File: config.mk
export PLATFORM = sky130hd
export DESIGN_NAME = pid_angle_controller_top
export DESIGN_NICKNAME = d
export VERILOG_FILES = /design/src/design/pac_pkg.sv /design/src/design/pac_serial_mul.sv /design/src/design/pac_serial_div.sv /design/src/design/pid_angle_controller_top.sv
export SDC_FILE = /design/constraint.sdc
export NUM_CORES = 2
export LEC_CHECK = 0
export ABC_AREA = 0
export BUFFER_PORTS_ARGS = -buffer_cell sky130_fd_sc_hd__buf_2
export CORE_MARGIN = 1.5
export CORE_UTILIZATION = 63
export DETAILED_ROUTE_END_ITERATION = 10
export PLACE_DENSITY = 0.79
export SKIP_CTS_REPAIR_TIMING = 1
export SYNTH_ARGS = -nofsm -noshare
export SYNTH_HDL_FRONTEND = slang
export SYNTH_HIERARCHICAL = 1
export SYNTH_SLANG_ARGS = --single-unit
File: constraint.sdc
create_clock -name clk -period 14.78 [get_ports clk]
set_input_delay 3.695 -clock clk [delete_from_list [all_inputs] [get_ports clk]]
set_output_delay 3.695 -clock clk [all_outputs]
set_load 0.1 [all_outputs]
File: src/design/pac_pkg.sv
// Shared widths, limits, register codes and control types for the PID angle controller.
// No dependencies; every other file of the block refers to this package by scoped names.
package pac_pkg;

    // Field and register widths.
    localparam int ANGLE_W    = 16;
    localparam int PERIOD_W   = 16;
    localparam int GAIN_W     = 32;
    localparam int DRIVE_W    = 17;

    // Configuration port.
    localparam int APB_ADDR_W = 4;
    localparam int APB_DATA_W = 32;
    localparam int REG_IDX_W  = 2;

    localparam logic [REG_IDX_W-1:0] REG_PROP_GAIN  = 2'd0;
    localparam logic [REG_IDX_W-1:0] REG_INTEG_GAIN = 2'd1;
    localparam logic [REG_IDX_W-1:0] REG_DERIV_GAIN = 2'd2;
    localparam int                   REG_SETPOINT_IDX = 3;
    localparam logic [REG_IDX_W-1:0] REG_SETPOINT   = REG_IDX_W'(REG_SETPOINT_IDX);

    // Internal arithmetic widths.
    localparam int ERR_W       = ANGLE_W + 1;           // setpoint minus angle, exact
    localparam int DIFF_W      = ERR_W + 1;             // change of error, exact
    localparam int MAG_W       = ERR_W;                 // magnitude of that change
    localparam int FRAC_SHIFT  = 16;                    // Q.8 to Q.24 scaling
    localparam int QUOT_W      = 31;                    // unsaturated quotient bits
    localparam int SAT_LSB     = QUOT_W - FRAC_SHIFT;   // magnitude bits above the quotient
    localparam int INTEG_W     = 30;                    // integral state, Q6.24
    localparam int EP_W        = ERR_W + PERIOD_W;      // error times period
    localparam int INTEG_SUM_W = EP_W + 1;
    localparam int PROD_P_W    = ERR_W + GAIN_W;
    localparam int PROD_I_W    = INTEG_W + GAIN_W - 1;
    localparam int D_MCAND_W   = GAIN_W + 1;
    localparam int PROD_D_W    = 2 * GAIN_W;
    localparam int PI_W        = PROD_P_W + 1;
    localparam int SUM_W       = PROD_D_W + 1;
    localparam int CNT_W       = $clog2(GAIN_W);

    // Constants of the control law.
    localparam logic [PERIOD_W-1:0] DEFAULT_PERIOD = PERIOD_W'(656);

    localparam logic signed [ANGLE_W-1:0] ANGLE_MAX = ANGLE_W'(9472);
    localparam logic signed [ANGLE_W-1:0] ANGLE_MIN = -ANGLE_MAX;

    localparam logic signed [INTEG_SUM_W-1:0] INTEG_MAX = INTEG_SUM_W'(64'd251658240);
    localparam logic signed [INTEG_SUM_W-1:0] INTEG_MIN = -INTEG_MAX;

    localparam logic signed [SUM_W-1:0] OUT_MAX_Q24 = SUM_W'(64'd4278190080);
    localparam logic signed [SUM_W-1:0] OUT_MIN_Q24 = -OUT_MAX_Q24;

    localparam logic signed [DRIVE_W-1:0] DRIVE_MAX = DRIVE_W'(65280);
    localparam logic signed [DRIVE_W-1:0] DRIVE_MIN = -DRIVE_MAX;

    // Control of one serial multiplier: first digit, advance, and the digit itself.
    typedef struct packed {
        logic first;
        logic step;
        logic digit;
    } pac_mul_ctrl_t;

    // Control of the serial divider.
    typedef struct packed {
        logic load;
        logic step;
    } pac_div_ctrl_t;

endpackage

File: src/design/pac_serial_mul.sv
// Bit-serial signed multiplier, one multiplier bit per stepped cycle, MSB first.
// Depends on pac_pkg for its control struct and default widths.
module pac_serial_mul #(
    parameter int MCAND_W = pac_pkg::ERR_W,
    parameter int ACC_W   = pac_pkg::PROD_P_W
) (
    input  logic                        clk,
    input  pac_pkg::pac_mul_ctrl_t      ctrl,
    input  logic signed [MCAND_W-1:0]   mcand,
    output logic signed [ACC_W-1:0]     product
);

    logic signed [ACC_W-1:0] acc_reg;
    logic signed [ACC_W-1:0] acc_next;
    logic signed [ACC_W-1:0] addend;
    logic signed [ACC_W-1:0] base;

    // Horner form: double the partial product, then add the multiplicand if the digit is set.
    always_comb
    begin
        addend   = ctrl.digit ? ACC_W'(mcand) : '0;
        base     = ctrl.first ? '0 : (acc_reg <<< 1);
        acc_next = ctrl.step ? (base + addend) : acc_reg;
    end

    always_ff @(posedge clk)
    begin
        acc_reg <= acc_next;
    end

    assign product = acc_reg;

endmodule

File: src/design/pac_serial_div.sv
// Restoring divider, one quotient bit per stepped cycle, most significant bit first.
// Depends on pac_pkg for widths and the divider control struct.
module pac_serial_div (
    input  logic                          clk,
    input  pac_pkg::pac_div_ctrl_t        ctrl,
    input  logic [pac_pkg::MAG_W-1:0]     mag,
    input  logic [pac_pkg::PERIOD_W-1:0]  divisor,
    output logic                          qbit
);

    localparam int FULL_W = pac_pkg::MAG_W + pac_pkg::FRAC_SHIFT;
    localparam int REM_W  = pac_pkg::PERIOD_W;

    logic [REM_W-1:0]             rem_reg, rem_next;
    logic [pac_pkg::QUOT_W-1:0]   dvd_reg, dvd_next;
    logic [REM_W-1:0]             div_reg, div_next;
    logic                         qbit_reg, qbit_next;
    logic [FULL_W-1:0]            full;
    logic [REM_W:0]               trial;
    logic                         ge;

    always_comb
    begin
        full      = {mag, pac_pkg::FRAC_SHIFT'(0)};
        trial     = {rem_reg, dvd_reg[pac_pkg::QUOT_W-1]};
        ge        = trial >= {1'b0, div_reg};
        rem_next  = rem_reg;
        dvd_next  = dvd_reg;
        div_next  = div_reg;
        qbit_next = qbit_reg;
        if (ctrl.load)
        begin
            // The bits above the quotient start as the partial remainder.
            rem_next = REM_W'(full[FULL_W-1:pac_pkg::QUOT_W]);
            dvd_next = full[pac_pkg::QUOT_W-1:0];
            div_next = divisor;
        end
        else if (ctrl.step)
        begin
            rem_next  = ge ? REM_W'(trial - {1'b0, div_reg}) : REM_W'(trial);
            dvd_next  = dvd_reg << 1;
            qbit_next = ge;
        end
    end

    always_ff @(posedge clk)
    begin
        rem_reg  <= rem_next;
        dvd_reg  <= dvd_next;
        div_reg  <= div_next;
        qbit_reg <= qbit_next;
    end

    assign qbit = qbit_reg;

endmodule

File: src/design/pid_angle_controller_top.sv
// PID angle controller, top level; uses pac_pkg, pac_serial_mul and pac_serial_div. Each input
// transfer carries a signed Q8.8 measured angle and a Q0.16 sample period (zero selects 656,
// about 1/99.9 s), and produces exactly one output transfer with a signed Q9.8 drive value, a
// safety cutoff flag (angle beyond plus or minus 37 degrees, drive forced to zero) and a clip
// flag (drive limited to plus or minus 255). The integral of error times period is held to
// plus or minus 15 and the derivative is the change of error divided by the period, saturated
// to 32 bits. Gains and setpoint are written over the APB port at byte addresses 0, 4, 8 and
// 12 and read back there; write them only while the block is idle. Items are processed one at
// a time, and the next one is accepted only after the last has passed these steps in order: take
// the transfer, form the error, form the bit-serial product of error and period, update and clamp
// the integral, form the three bit-serial gain products (the divider feeds the derivative product
// one quotient bit per cycle), then sum, limit and register the result. The result waits in an
// output register, so the next item may start while it is still stalled; the block holds in its
// final step only if a second result is ready before the first has been taken.
module pid_angle_controller_top (
    input  logic                                   clk,
    input  logic                                   rst_n,

    input  logic                                   psel,
    input  logic                                   penable,
    input  logic                                   pwrite,
    input  logic [pac_pkg::APB_ADDR_W-1:0]         paddr,
    input  logic [pac_pkg::APB_DATA_W-1:0]         pwdata,
    output logic [pac_pkg::APB_DATA_W-1:0]         prdata,
    output logic                                   pready,

    input  logic                                   in_valid,
    output logic                                   in_stall,
    input  logic signed [pac_pkg::ANGLE_W-1:0]     measured_angle,
    input  logic [pac_pkg::PERIOD_W-1:0]           sample_period,

    output logic                                   out_valid,
    input  logic                                   out_stall,
    output logic signed [pac_pkg::DRIVE_W-1:0]     drive_value,
    output logic                                   safety_cutoff,
    output logic                                   output_clipped
);

    // Sequencer states.
    localparam logic [2:0] S_IDLE  = 3'd0;
    localparam logic [2:0] S_ERR   = 3'd1;
    localparam logic [2:0] S_EP    = 3'd2;
    localparam logic [2:0] S_INTEG = 3'd3;
    localparam logic [2:0] S_HORN  = 3'd4;
    localparam logic [2:0] S_FIN0  = 3'd5;
    localparam logic [2:0] S_FIN1  = 3'd6;
    localparam logic [2:0] S_FIN2  = 3'd7;

    localparam int CNT_W = pac_pkg::CNT_W;
    localparam logic [CNT_W-1:0] EP_LAST   = CNT_W'(pac_pkg::PERIOD_W - 1);
    localparam logic [CNT_W-1:0] HORN_LAST = CNT_W'(pac_pkg::GAIN_W - 1);
    localparam logic [CNT_W-1:0] DIV_STEPS = CNT_W'(pac_pkg::QUOT_W);

    // Control state.
    logic [2:0]         state_reg, state_next;
    logic [CNT_W-1:0]   cnt_reg, cnt_next;
    logic               out_valid_reg, out_valid_next;

    // Configuration registers.
    logic [pac_pkg::GAIN_W-1:0]          prop_gain_reg, integ_gain_reg, deriv_gain_reg;
    logic signed [pac_pkg::ANGLE_W-1:0]  setpoint_reg;

    // Controller state carried from item to item.
    logic signed [pac_pkg::ERR_W-1:0]    prev_err_reg, prev_err_next;
    logic signed [pac_pkg::INTEG_W-1:0]  integ_reg, integ_next;

    // Per-item working registers.
    logic signed [pac_pkg::ANGLE_W-1:0]  angle_reg, angle_next;
    logic [pac_pkg::PERIOD_W-1:0]        period_reg, period_next;
    logic [pac_pkg::PERIOD_W-1:0]        per_sh_reg, per_sh_next;
    logic signed [pac_pkg::ERR_W-1:0]    err_reg, err_next;
    logic                                neg_reg, neg_next;
    logic                                sat_reg, sat_next;
    logic [pac_pkg::GAIN_W-1:0]          pg_sh_reg, pg_sh_next;
    logic [pac_pkg::GAIN_W-1:0]          ig_sh_reg, ig_sh_next;
    logic signed [pac_pkg::PI_W-1:0]     pi_reg, pi_next;
    logic signed [pac_pkg::PROD_D_W-1:0] dsig_reg, dsig_next;
    logic signed [pac_pkg::SUM_W-1:0]    sum_reg, sum_next;
    logic signed [pac_pkg::DRIVE_W-1:0]  drive_reg, drive_next;
    logic                                cutoff_reg, cutoff_next;
    logic                                clipped_reg, clipped_next;

    // Combinational helpers.
    logic                                 cfg_wr;
    logic [pac_pkg::REG_IDX_W-1:0]        reg_idx;
    logic                                 in_take;
    logic                                 out_load;
    logic signed [pac_pkg::ERR_W-1:0]     err_calc;
    logic signed [pac_pkg::DIFF_W-1:0]    diff;
    logic [pac_pkg::MAG_W-1:0]            absdiff;
    logic signed [pac_pkg::INTEG_SUM_W-1:0] isum;
    logic                                 cutoff_calc;

    // Serial unit control and results.
    pac_pkg::pac_mul_ctrl_t               ep_ctrl, p_ctrl, i_ctrl, d_ctrl;
    pac_pkg::pac_div_ctrl_t               div_ctrl;
    logic signed [pac_pkg::EP_W-1:0]      ep_prod;
    logic signed [pac_pkg::PROD_P_W-1:0]  p_prod;
    logic signed [pac_pkg::PROD_I_W-1:0]  i_prod;
    logic signed [pac_pkg::PROD_D_W-1:0]  d_prod;
    logic signed [pac_pkg::D_MCAND_W-1:0] d_mcand;
    logic                                 qbit;

    // ------------------------------------------------------------------
    // Configuration port: every access completes in its access cycle.
    // ------------------------------------------------------------------
    assign pready  = 1'b1;
    assign cfg_wr  = psel & penable & pwrite;
    assign reg_idx = paddr[pac_pkg::APB_ADDR_W-1:2];

    always_comb
    begin
        case (reg_idx)
            pac_pkg::REG_PROP_GAIN:  prdata = prop_gain_reg;
            pac_pkg::REG_INTEG_GAIN: prdata = integ_gain_reg;
            pac_pkg::REG_DERIV_GAIN: prdata = deriv_gain_reg;
            pac_pkg::REG_SETPOINT:   prdata = pac_pkg::APB_DATA_W'(setpoint_reg);
            default:                 prdata = '0;
        endcase
    end

    always_ff @(posedge clk or negedge rst_n)
    begin
        if (!rst_n)
        begin
            prop_gain_reg  <= '0;
            integ_gain_reg <= '0;
            deriv_gain_reg <= '0;
            setpoint_reg   <= '0;
        end
        else if (cfg_wr)
        begin
            case (reg_idx)
                pac_pkg::REG_PROP_GAIN:  prop_gain_reg  <= pwdata;
                pac_pkg::REG_INTEG_GAIN: integ_gain_reg <= pwdata;
                pac_pkg::REG_DERIV_GAIN: deriv_gain_reg <= pwdata;
                pac_pkg::REG_SETPOINT:   setpoint_reg   <= pwdata[pac_pkg::ANGLE_W-1:0];
                default:                 ;
            endcase
        end
    end

    // ------------------------------------------------------------------
    // Serial arithmetic units.
    // ------------------------------------------------------------------
    assign d_mcand = $signed({1'b0, deriv_gain_reg});

    // Error times period, feeding the integral.
    pac_serial_mul #(
        .MCAND_W (pac_pkg::ERR_W),
        .ACC_W   (pac_pkg::EP_W)
    ) u_mul_ep (
        .clk     (clk),
        .ctrl    (ep_ctrl),
        .mcand   (err_reg),
        .product (ep_prod)
    );

    // Proportional term.
    pac_serial_mul #(
        .MCAND_W (pac_pkg::ERR_W),
        .ACC_W   (pac_pkg::PROD_P_W)
    ) u_mul_p (
        .clk     (clk),
        .ctrl    (p_ctrl),
        .mcand   (err_reg),
        .product (p_prod)
    );

    // Integral term.
    pac_serial_mul #(
        .MCAND_W (pac_pkg::INTEG_W),
        .ACC_W   (pac_pkg::PROD_I_W)
    ) u_mul_i (
        .clk     (clk),
        .ctrl    (i_ctrl),
        .mcand   (integ_reg),
        .product (i_prod)
    );

    // Derivative term: the quotient magnitude streams in as the multiplier.
    pac_serial_mul #(
        .MCAND_W (pac_pkg::D_MCAND_W),
        .ACC_W   (pac_pkg::PROD_D_W)
    ) u_mul_d (
        .clk     (clk),
        .ctrl    (d_ctrl),
        .mcand   (d_mcand),
        .product (d_prod)
    );

    pac_serial_div u_div (
        .clk     (clk),
        .ctrl    (div_ctrl),
        .mag     (absdiff),
        .divisor (period_reg),
        .qbit    (qbit)
    );

    // ------------------------------------------------------------------
    // Sequencer and datapath.
    // ------------------------------------------------------------------
    assign in_stall = (state_reg != S_IDLE);
    assign in_take  = in_valid & ~in_stall;

    always_comb
    begin
        err_calc    = pac_pkg::ERR_W'(setpoint_reg) - pac_pkg::ERR_W'(angle_reg);
        diff        = pac_pkg::DIFF_W'(err_calc) - pac_pkg::DIFF_W'(prev_err_reg);
        absdiff     = (diff < 0) ? pac_pkg::MAG_W'(-diff) : pac_pkg::MAG_W'(diff);
        isum        = pac_pkg::INTEG_SUM_W'(integ_reg) + pac_pkg::INTEG_SUM_W'(ep_prod);
        cutoff_calc = (angle_reg > pac_pkg::ANGLE_MAX) || (angle_reg < pac_pkg::ANGLE_MIN);
        out_load    = (state_reg == S_FIN2) && (!out_valid_reg || !out_stall);
    end

    always_comb
    begin
        state_next     = state_reg;
        cnt_next       = cnt_reg;
        prev_err_next  = prev_err_reg;
        integ_next     = integ_reg;
        angle_next     = angle_reg;
        period_next    = period_reg;
        per_sh_next    = per_sh_reg;
        err_next       = err_reg;
        neg_next       = neg_reg;
        sat_next       = sat_reg;
        pg_sh_next     = pg_sh_reg;
        ig_sh_next     = ig_sh_reg;
        pi_next        = pi_reg;
        dsig_next      = dsig_reg;
        sum_next       = sum_reg;
        drive_next     = drive_reg;
        cutoff_next    = cutoff_reg;
        clipped_next   = clipped_reg;

        ep_ctrl  = '0;
        p_ctrl   = '0;
        i_ctrl   = '0;
        d_ctrl   = '0;
        div_ctrl = '0;

        case (state_reg)
            S_IDLE:
            begin
                if (in_take)
                begin
                    angle_next  = measured_angle;
                    period_next = (sample_period == '0) ? pac_pkg::DEFAULT_PERIOD
                                                        : sample_period;
                    state_next  = S_ERR;
                end
            end

            S_ERR:
            begin
                // Error and its change; the derivative saturates exactly when the
                // quotient would need more than its 31 low bits.
                err_next      = err_calc;
                prev_err_next = err_calc;
                neg_next      = diff < 0;
                sat_next      = pac_pkg::PERIOD_W'(absdiff[pac_pkg::MAG_W-1:pac_pkg::SAT_LSB])
                                >= period_reg;
                div_ctrl.load = 1'b1;
                per_sh_next   = period_reg;
                cnt_next      = '0;
                state_next    = S_EP;
            end

            S_EP:
            begin
                ep_ctrl.first = (cnt_reg == '0);
                ep_ctrl.step  = 1'b1;
                ep_ctrl.digit = per_sh_reg[pac_pkg::PERIOD_W-1];
                per_sh_next   = per_sh_reg << 1;
                cnt_next      = cnt_reg + 1'b1;
                if (cnt_reg == EP_LAST)
                begin
                    state_next = S_INTEG;
                end
            end

            S_INTEG:
            begin
                // Anti-windup clamp of the integral.
                if (isum > pac_pkg::INTEG_MAX)
                begin
                    integ_next = pac_pkg::INTEG_W'(pac_pkg::INTEG_MAX);
                end
                else if (isum < pac_pkg::INTEG_MIN)
                begin
                    integ_next = pac_pkg::INTEG_W'(pac_pkg::INTEG_MIN);
                end
                else
                begin
                    integ_next = pac_pkg::INTEG_W'(isum);
                end
                pg_sh_next = prop_gain_reg;
                ig_sh_next = integ_gain_reg;
                cnt_next   = '0;
                state_next = S_HORN;
            end

            S_HORN:
            begin
                p_ctrl.first = (cnt_reg == '0);
                p_ctrl.step  = 1'b1;
                p_ctrl.digit = pg_sh_reg[pac_pkg::GAIN_W-1];
                i_ctrl.first = (cnt_reg == '0);
                i_ctrl.step  = 1'b1;
                i_ctrl.digit = ig_sh_reg[pac_pkg::GAIN_W-1];
                // The top bit of the derivative magnitude is set only for the negative
                // limit; below it the divider supplies one quotient bit a cycle, or the
                // saturated pattern is forced.
                d_ctrl.first = (cnt_reg == '0);
                d_ctrl.step  = 1'b1;
                if (cnt_reg == '0)
                begin
                    d_ctrl.digit = sat_reg & neg_reg;
                end
                else
                begin
                    d_ctrl.digit = sat_reg ? ~neg_reg : qbit;
                end
                div_ctrl.step = (cnt_reg < DIV_STEPS);
                pg_sh_next    = pg_sh_reg << 1;
                ig_sh_next    = ig_sh_reg << 1;
                cnt_next      = cnt_reg + 1'b1;
                if (cnt_reg == HORN_LAST)
                begin
                    state_next = S_FIN0;
                end
            end

            S_FIN0:
            begin
                // The integral product is floored back to Q.24.
                pi_next    = pac_pkg::PI_W'(p_prod)
                           + pac_pkg::PI_W'(i_prod >>> pac_pkg::FRAC_SHIFT);
                dsig_next  = neg_reg ? -d_prod : d_prod;
                state_next = S_FIN1;
            end

            S_FIN1:
            begin
                sum_next   = pac_pkg::SUM_W'(pi_reg) + pac_pkg::SUM_W'(dsig_reg);
                state_next = S_FIN2;
            end

            S_FIN2:
            begin
                if (out_load)
                begin
                    cutoff_next  = cutoff_calc;
                    clipped_next = 1'b0;
                    if (cutoff_calc)
                    begin
                        drive_next = '0;
                    end
                    else if (sum_reg > pac_pkg::OUT_MAX_Q24)
                    begin
                        drive_next   = pac_pkg::DRIVE_MAX;
                        clipped_next = 1'b1;
                    end
                    else if (sum_reg < pac_pkg::OUT_MIN_Q24)
                    begin
                        drive_next   = pac_pkg::DRIVE_MIN;
                        clipped_next = 1'b1;
                    end
                    else
                    begin
                        drive_next = $signed(sum_reg[pac_pkg::FRAC_SHIFT+pac_pkg::DRIVE_W-1:
                                                     pac_pkg::FRAC_SHIFT]);
                    end
                    state_next = S_IDLE;
                end
            end

            default:
            begin
                state_next = S_IDLE;
            end
        endcase
    end

    // The output register is loaded once per item and empties on its transfer.
    always_comb
    begin
        out_valid_next = out_valid_reg;
        if (out_load)
        begin
            out_valid_next = 1'b1;
        end
        else if (out_valid_reg && !out_stall)
        begin
            out_valid_next = 1'b0;
        end
    end

    always_ff @(posedge clk or negedge rst_n)
    begin
        if (!rst_n)
        begin
            state_reg     <= S_IDLE;
            cnt_reg       <= '0;
            out_valid_reg <= 1'b0;
            prev_err_reg  <= '0;
            integ_reg     <= '0;
        end
        else
        begin
            state_reg     <= state_next;
            cnt_reg       <= cnt_next;
            out_valid_reg <= out_valid_next;
            prev_err_reg  <= prev_err_next;
            integ_reg     <= integ_next;
        end
    end

    always_ff @(posedge clk)
    begin
        angle_reg   <= angle_next;
        period_reg  <= period_next;
        per_sh_reg  <= per_sh_next;
        err_reg     <= err_next;
        neg_reg     <= neg_next;
        sat_reg     <= sat_next;
        pg_sh_reg   <= pg_sh_next;
        ig_sh_reg   <= ig_sh_next;
        pi_reg      <= pi_next;
        dsig_reg    <= dsig_next;
        sum_reg     <= sum_next;
        drive_reg   <= drive_next;
        cutoff_reg  <= cutoff_next;
        clipped_reg <= clipped_next;
    end

    assign out_valid      = out_valid_reg;
    assign drive_value    = drive_reg;
    assign safety_cutoff  = cutoff_reg;
    assign output_clipped = clipped_reg;

endmodule
==> impl_summary.md <==
STA
The portion of the clock cycle consumed by the worst path in the final layout is between 60% and 70%. The final-layout worst hold slack is 0.447 ns. Clock skew on the completed layout was measured at between 0.04 and 0.05 ns. Setup total negative slack on the finished layout was measured at 0 ns. The total count of max-transition violations in the final report came to 0. The time the final worst path needs with I/O delays and setup is approximately 9.0 ns. The count of endpoints failing hold in the final timing report is 0. The tightest slew margin relative to the limit is between 20% and 30%. Based on the critical path, the design can be clocked at up to approximately 0.11 GHz. The actual transition at the worst max-transition pin is between 1 and 1.5 ns. Setup violations remaining at the end of the flow were counted as 0. Setup repair after global routing left no endpoint under its margin.

Drt
The detail route stage leaves a number of antenna-violating nets equal to 0. The sum of routed wire segments on met1 is 54.8 mm. After detailed routing, the total wire length is 127 mm.

The wire length on met3 is 6.57 mm. The length of the first detailed-routing pass in iterations is 6. Summed over all nets, wire length on met2 after detailed routing comes to 61.0 mm. The routed wire length per instance is 19.5 µm. After detailed routing, the number of remaining DRC violations is 0. The DRC marker count from the first detailed-route iteration is roughly 3500. The number of vias per cell after detailed routing is 6.33. The total via count after detailed routing is 41300. The detailed router used layers up to and including met5.

Clocking
The number of clock sinks seen by CTS is 752. The depth of the CTS H-tree is 3. The tree is rooted in a clkbuf_16. The clock passes through at most 3 buffers. The TritonCTS clock tree is done. In this run, CTS created clock tree buffers numbering 84.

Clock latency on the worst-skew pair, taken at its later pin, is 0.67 ns. The clock slew at the register clock pins of the worst setup and hold paths is 0.06 ns.

GRT
The wire length of the first global-routing pass is 205 mm. Entering global routing, the biggest net connects ~200 pins. The number of antenna violations at the first check in global routing is 4. The number of global-route vias before repair is 39900. The remaining global-route overflow is 0.

Global routing consumed, over all layers together, 29.2% of the routing resources.

Floorplan
The starting utilization of the core area is 63.4%. The count of standard-cell rows is 106. The height of the die is just under 300 µm. The floorplan step set the die width to 293 µm. The total I/O pin count is 129. After floorplanning, the core was sized to cover 83300 µm². The die covers 85600 µm².

Place
At the end of routability-driven placement, the weighted congestion stood at 0.933. In this run, placement finished with an instance count of approximately 6400. The count of input and output buffers is around 130. The HPWL after detailed placement is 93.2 mm.

Power
In this run, flip-flops and latches consume 32.6% of the power. Summed over all nets, the switching power comes to 5.32 mW. Summed over all cells, the static leakage comes to 22.9 nW.

The clock network is responsible for ~17% of the overall power. Power comes to roughly 12 mW. The relative contribution of combinational cells to total power is 50.4%.

IR analysis of the VDD net gives a maximum drop of approximately 0.23 mV. Net switching is a little over two fifths of the power. Cell internal power was estimated by the tool at 7.01 mW. For this design the ratio of total power to cell area is 217 nW/µm².

Layout
At the end of the flow, the number of nets in the layout was between 5000 and 6000. The number of non-filler instances in the completed layout is 6531. Cells fill around two thirds of the core in the end. Of the cells placed in the final design, the portion with a size suffix greater than 1 is 10.7%.

Relative to the synthesized area, the layout overhead comes to 7.73%. Leaving out fill and tap cells, the most frequent cells in the layout are edfxtp_1, nand2_1, a21oi_1, ha_1, xnor2_1. The library cell used most frequently in the layout, excluding fill and tap cells, is edfxtp_1. The register with the most flip-flops in the layout has 65 of them.

Worst setup path
The data arrival time of the worst path is around 5.3 ns. The startpoint class of the critical path is a primary input. The most frequent cell on the critical path is buf_2. Of all nets on the critical path, the largest fanout is 35.

The required time of the critical path is ~11 ns. By startpoint and endpoint, the worst setup path is classified as primary input to primary output. The cell type of the slowest stage on the worst timing path is mux4_2. The sum of buffers and inverters on the critical path is 3.

The element type at the critical path end is a primary output. Traced cell by cell, the critical path runs through buf_2 -> buf_4 -> mux4_2 -> buf_2. The delay of the slowest cell on the worst path is 0.62 ns. Broken down by cell family, the worst path's largest delay share belongs to buffers and inverters.

Logic synthesis
A synthesized cell averages slightly below 10 µm². The Yosys step of the flow raised 6 warnings. After synthesis, the cell types taking the most area are edfxtp_1, ha_1, dfrtp_1. The post-synthesis sequential element count is 752. Summing the sequential cell areas from Yosys gives 40.9% of the chip area. In the synthesized netlist the async set-or-reset flop fraction comes to ~22%. The netlist area before placement is about 53000 µm². The post-synth net total is 5804. After synthesis, the netlist uses 136 different library cells. The area fraction of the dominant cell type after synthesis is 32.4%. In the synthesized netlist the dominant register cell turns out to be edfxtp_1.

The number of instances in the synthesized netlist is 5361. The synthesized design spends more area on one cell type than any other, namely edfxtp_1. The synthesized design contains 570 enable-type register cells.

Flow run
Across the run, the number of max-cap violations was 0.

Worst hold path
The class of the worst hold path is flip-flop to flip-flop.

Outcome
The flow ran to the end, and the final reports show no timing, DRC or antenna violations.
==> path summary, 6_finish.rpt <==
| check | start | to | slack, ns | depth (start not counted) |
|---|---|---|---|---|
| hold / removal | period_reg[1]$_SDFFCE_PN0P_ | u_div/div_reg[1]$_DFFE_PP_ | 0.45 | 0 |
| setup reg to reg | state_reg[1]$_DFFE_PN0P_ | u_mul_i/product[56]$_DFFE_PP_ | 7.65 | 20 |
| setup / recovery | paddr[2] | prdata[29] | 5.79 | 4 |
| min in group asynchronous | rst_n | integ_reg[29]$_DFFE_PN0P_ | 2.99 | 1 |
| max in group asynchronous | rst_n | integ_gain_reg[6]$_DFFE_PN0P_ | 9.86 | 3 |
| hold reg to reg | period_reg[1]$_SDFFCE_PN0P_ | u_div/div_reg[1]$_DFFE_PP_ | 0.45 | 0 |
==> synth_stat cells, drive strengths merged, types with 22 or more instances <==
cell and instances:
edfxtp 570, nand2 560, a21oi 398, ha 358, o21ai 328, xnor2 327
nor2 295, nor2b 219, clkbuf 180, inv 177, dfrtp 168, a21o 167
mux2 147, and2 138, xor2 120, nand3 112, nand4 95, nor3 76
nor4 65, a31oi 60, o21bai 60, o21a 54, o31ai 48, and3 47
or3 41, a211oi 40, buf 40, o211ai 35, nand2b 33, mux4 32
or4 22
==> metrics by stage <==
stage	cell area [µm²]	setup slack, ns
global route	56900	5.69
CTS	56900	5.76
finish	56900	5.79
floorplan	52800	5.72
global placement	54100	5.77
detailed placement	54100	5.78
==> cell type report <==
type / instances / area, µm²
diodes: 2 / 5.00
clock buffers: 106 / 2220
clock inverters: 50 / 541
fillers: 6385 / 26400
inverters: 181 / 687
multi-input cells: 4207 / 29600
flip-flops and latches: 752 / 21600
well taps: 1080 / 1350
repair buffers: 153 / 855
==> worst reg2reg max path, cell delays in order, from the launching register on <==
cell      delay (ns)
dfrtp_1         0.54
inv_1           0.29
nand2_1         0.18
or2_2           0.33
buf_4           0.37
inv_8           0.66
and2_1          0.76
nand2_1         0.14
buf_4           0.27
inv_1           0.33
buf_4           0.44
ha_1            0.36
a21oi_1         0.21
o21ai_0         0.18
a221o_1         0.36
a21oi_1         0.19
a21boi_0        0.33
o22ai_1         0.21
or4bb_1         0.49
o21ai_0         0.12
o211ai_1        0.12
==> per-layer routing <==
layer  track usage (%)  vias up
met1              38.9    19800
met4              11.6        4
met5                 0        -
met3              3.08      289
met2              49.1     1335
li1                  -    20000
==> power by group through the flow <==
stage / clock network, mW / registers (mW) / logic, mW
4_1_cts: 2.12 / 4.01 / 6.16
2_1_floorplan: 0 / 3.90 / 4.90
5_1_grt: 2.20 / 4.09 / 6.85
3_3_place_gp: 0 / 4.02 / 5.95
3_5_place_dp: 0 / 4.04 / 6.10
6_report: 2.10 / 4.02 / 6.22
==> cell families (layout without fill, tap and decap cells) <==
| family | after synthesis | count (layout) | share of synthesized area (%) |
|---|---|---|---|
| AND/OR/NAND/NOR | 1776 | 1776 | 17.2 |
| AO/OA/AOI/OAI | 1420 | 1420 | 17.6 |
| flip-flops | 752 | 752 | 40.9 |
| XOR/XNOR | 447 | 447 | 7.53 |
| buffers and inverters | 402 | 490 | 3.08 |
| adder cells (fa/ha/maj) | 370 | 370 | 8.90 |
| multiplexers | 192 | 192 | 4.75 |
| other | 2 | 4 | 0.0142 |
Power figures use the tool's default switching activity.
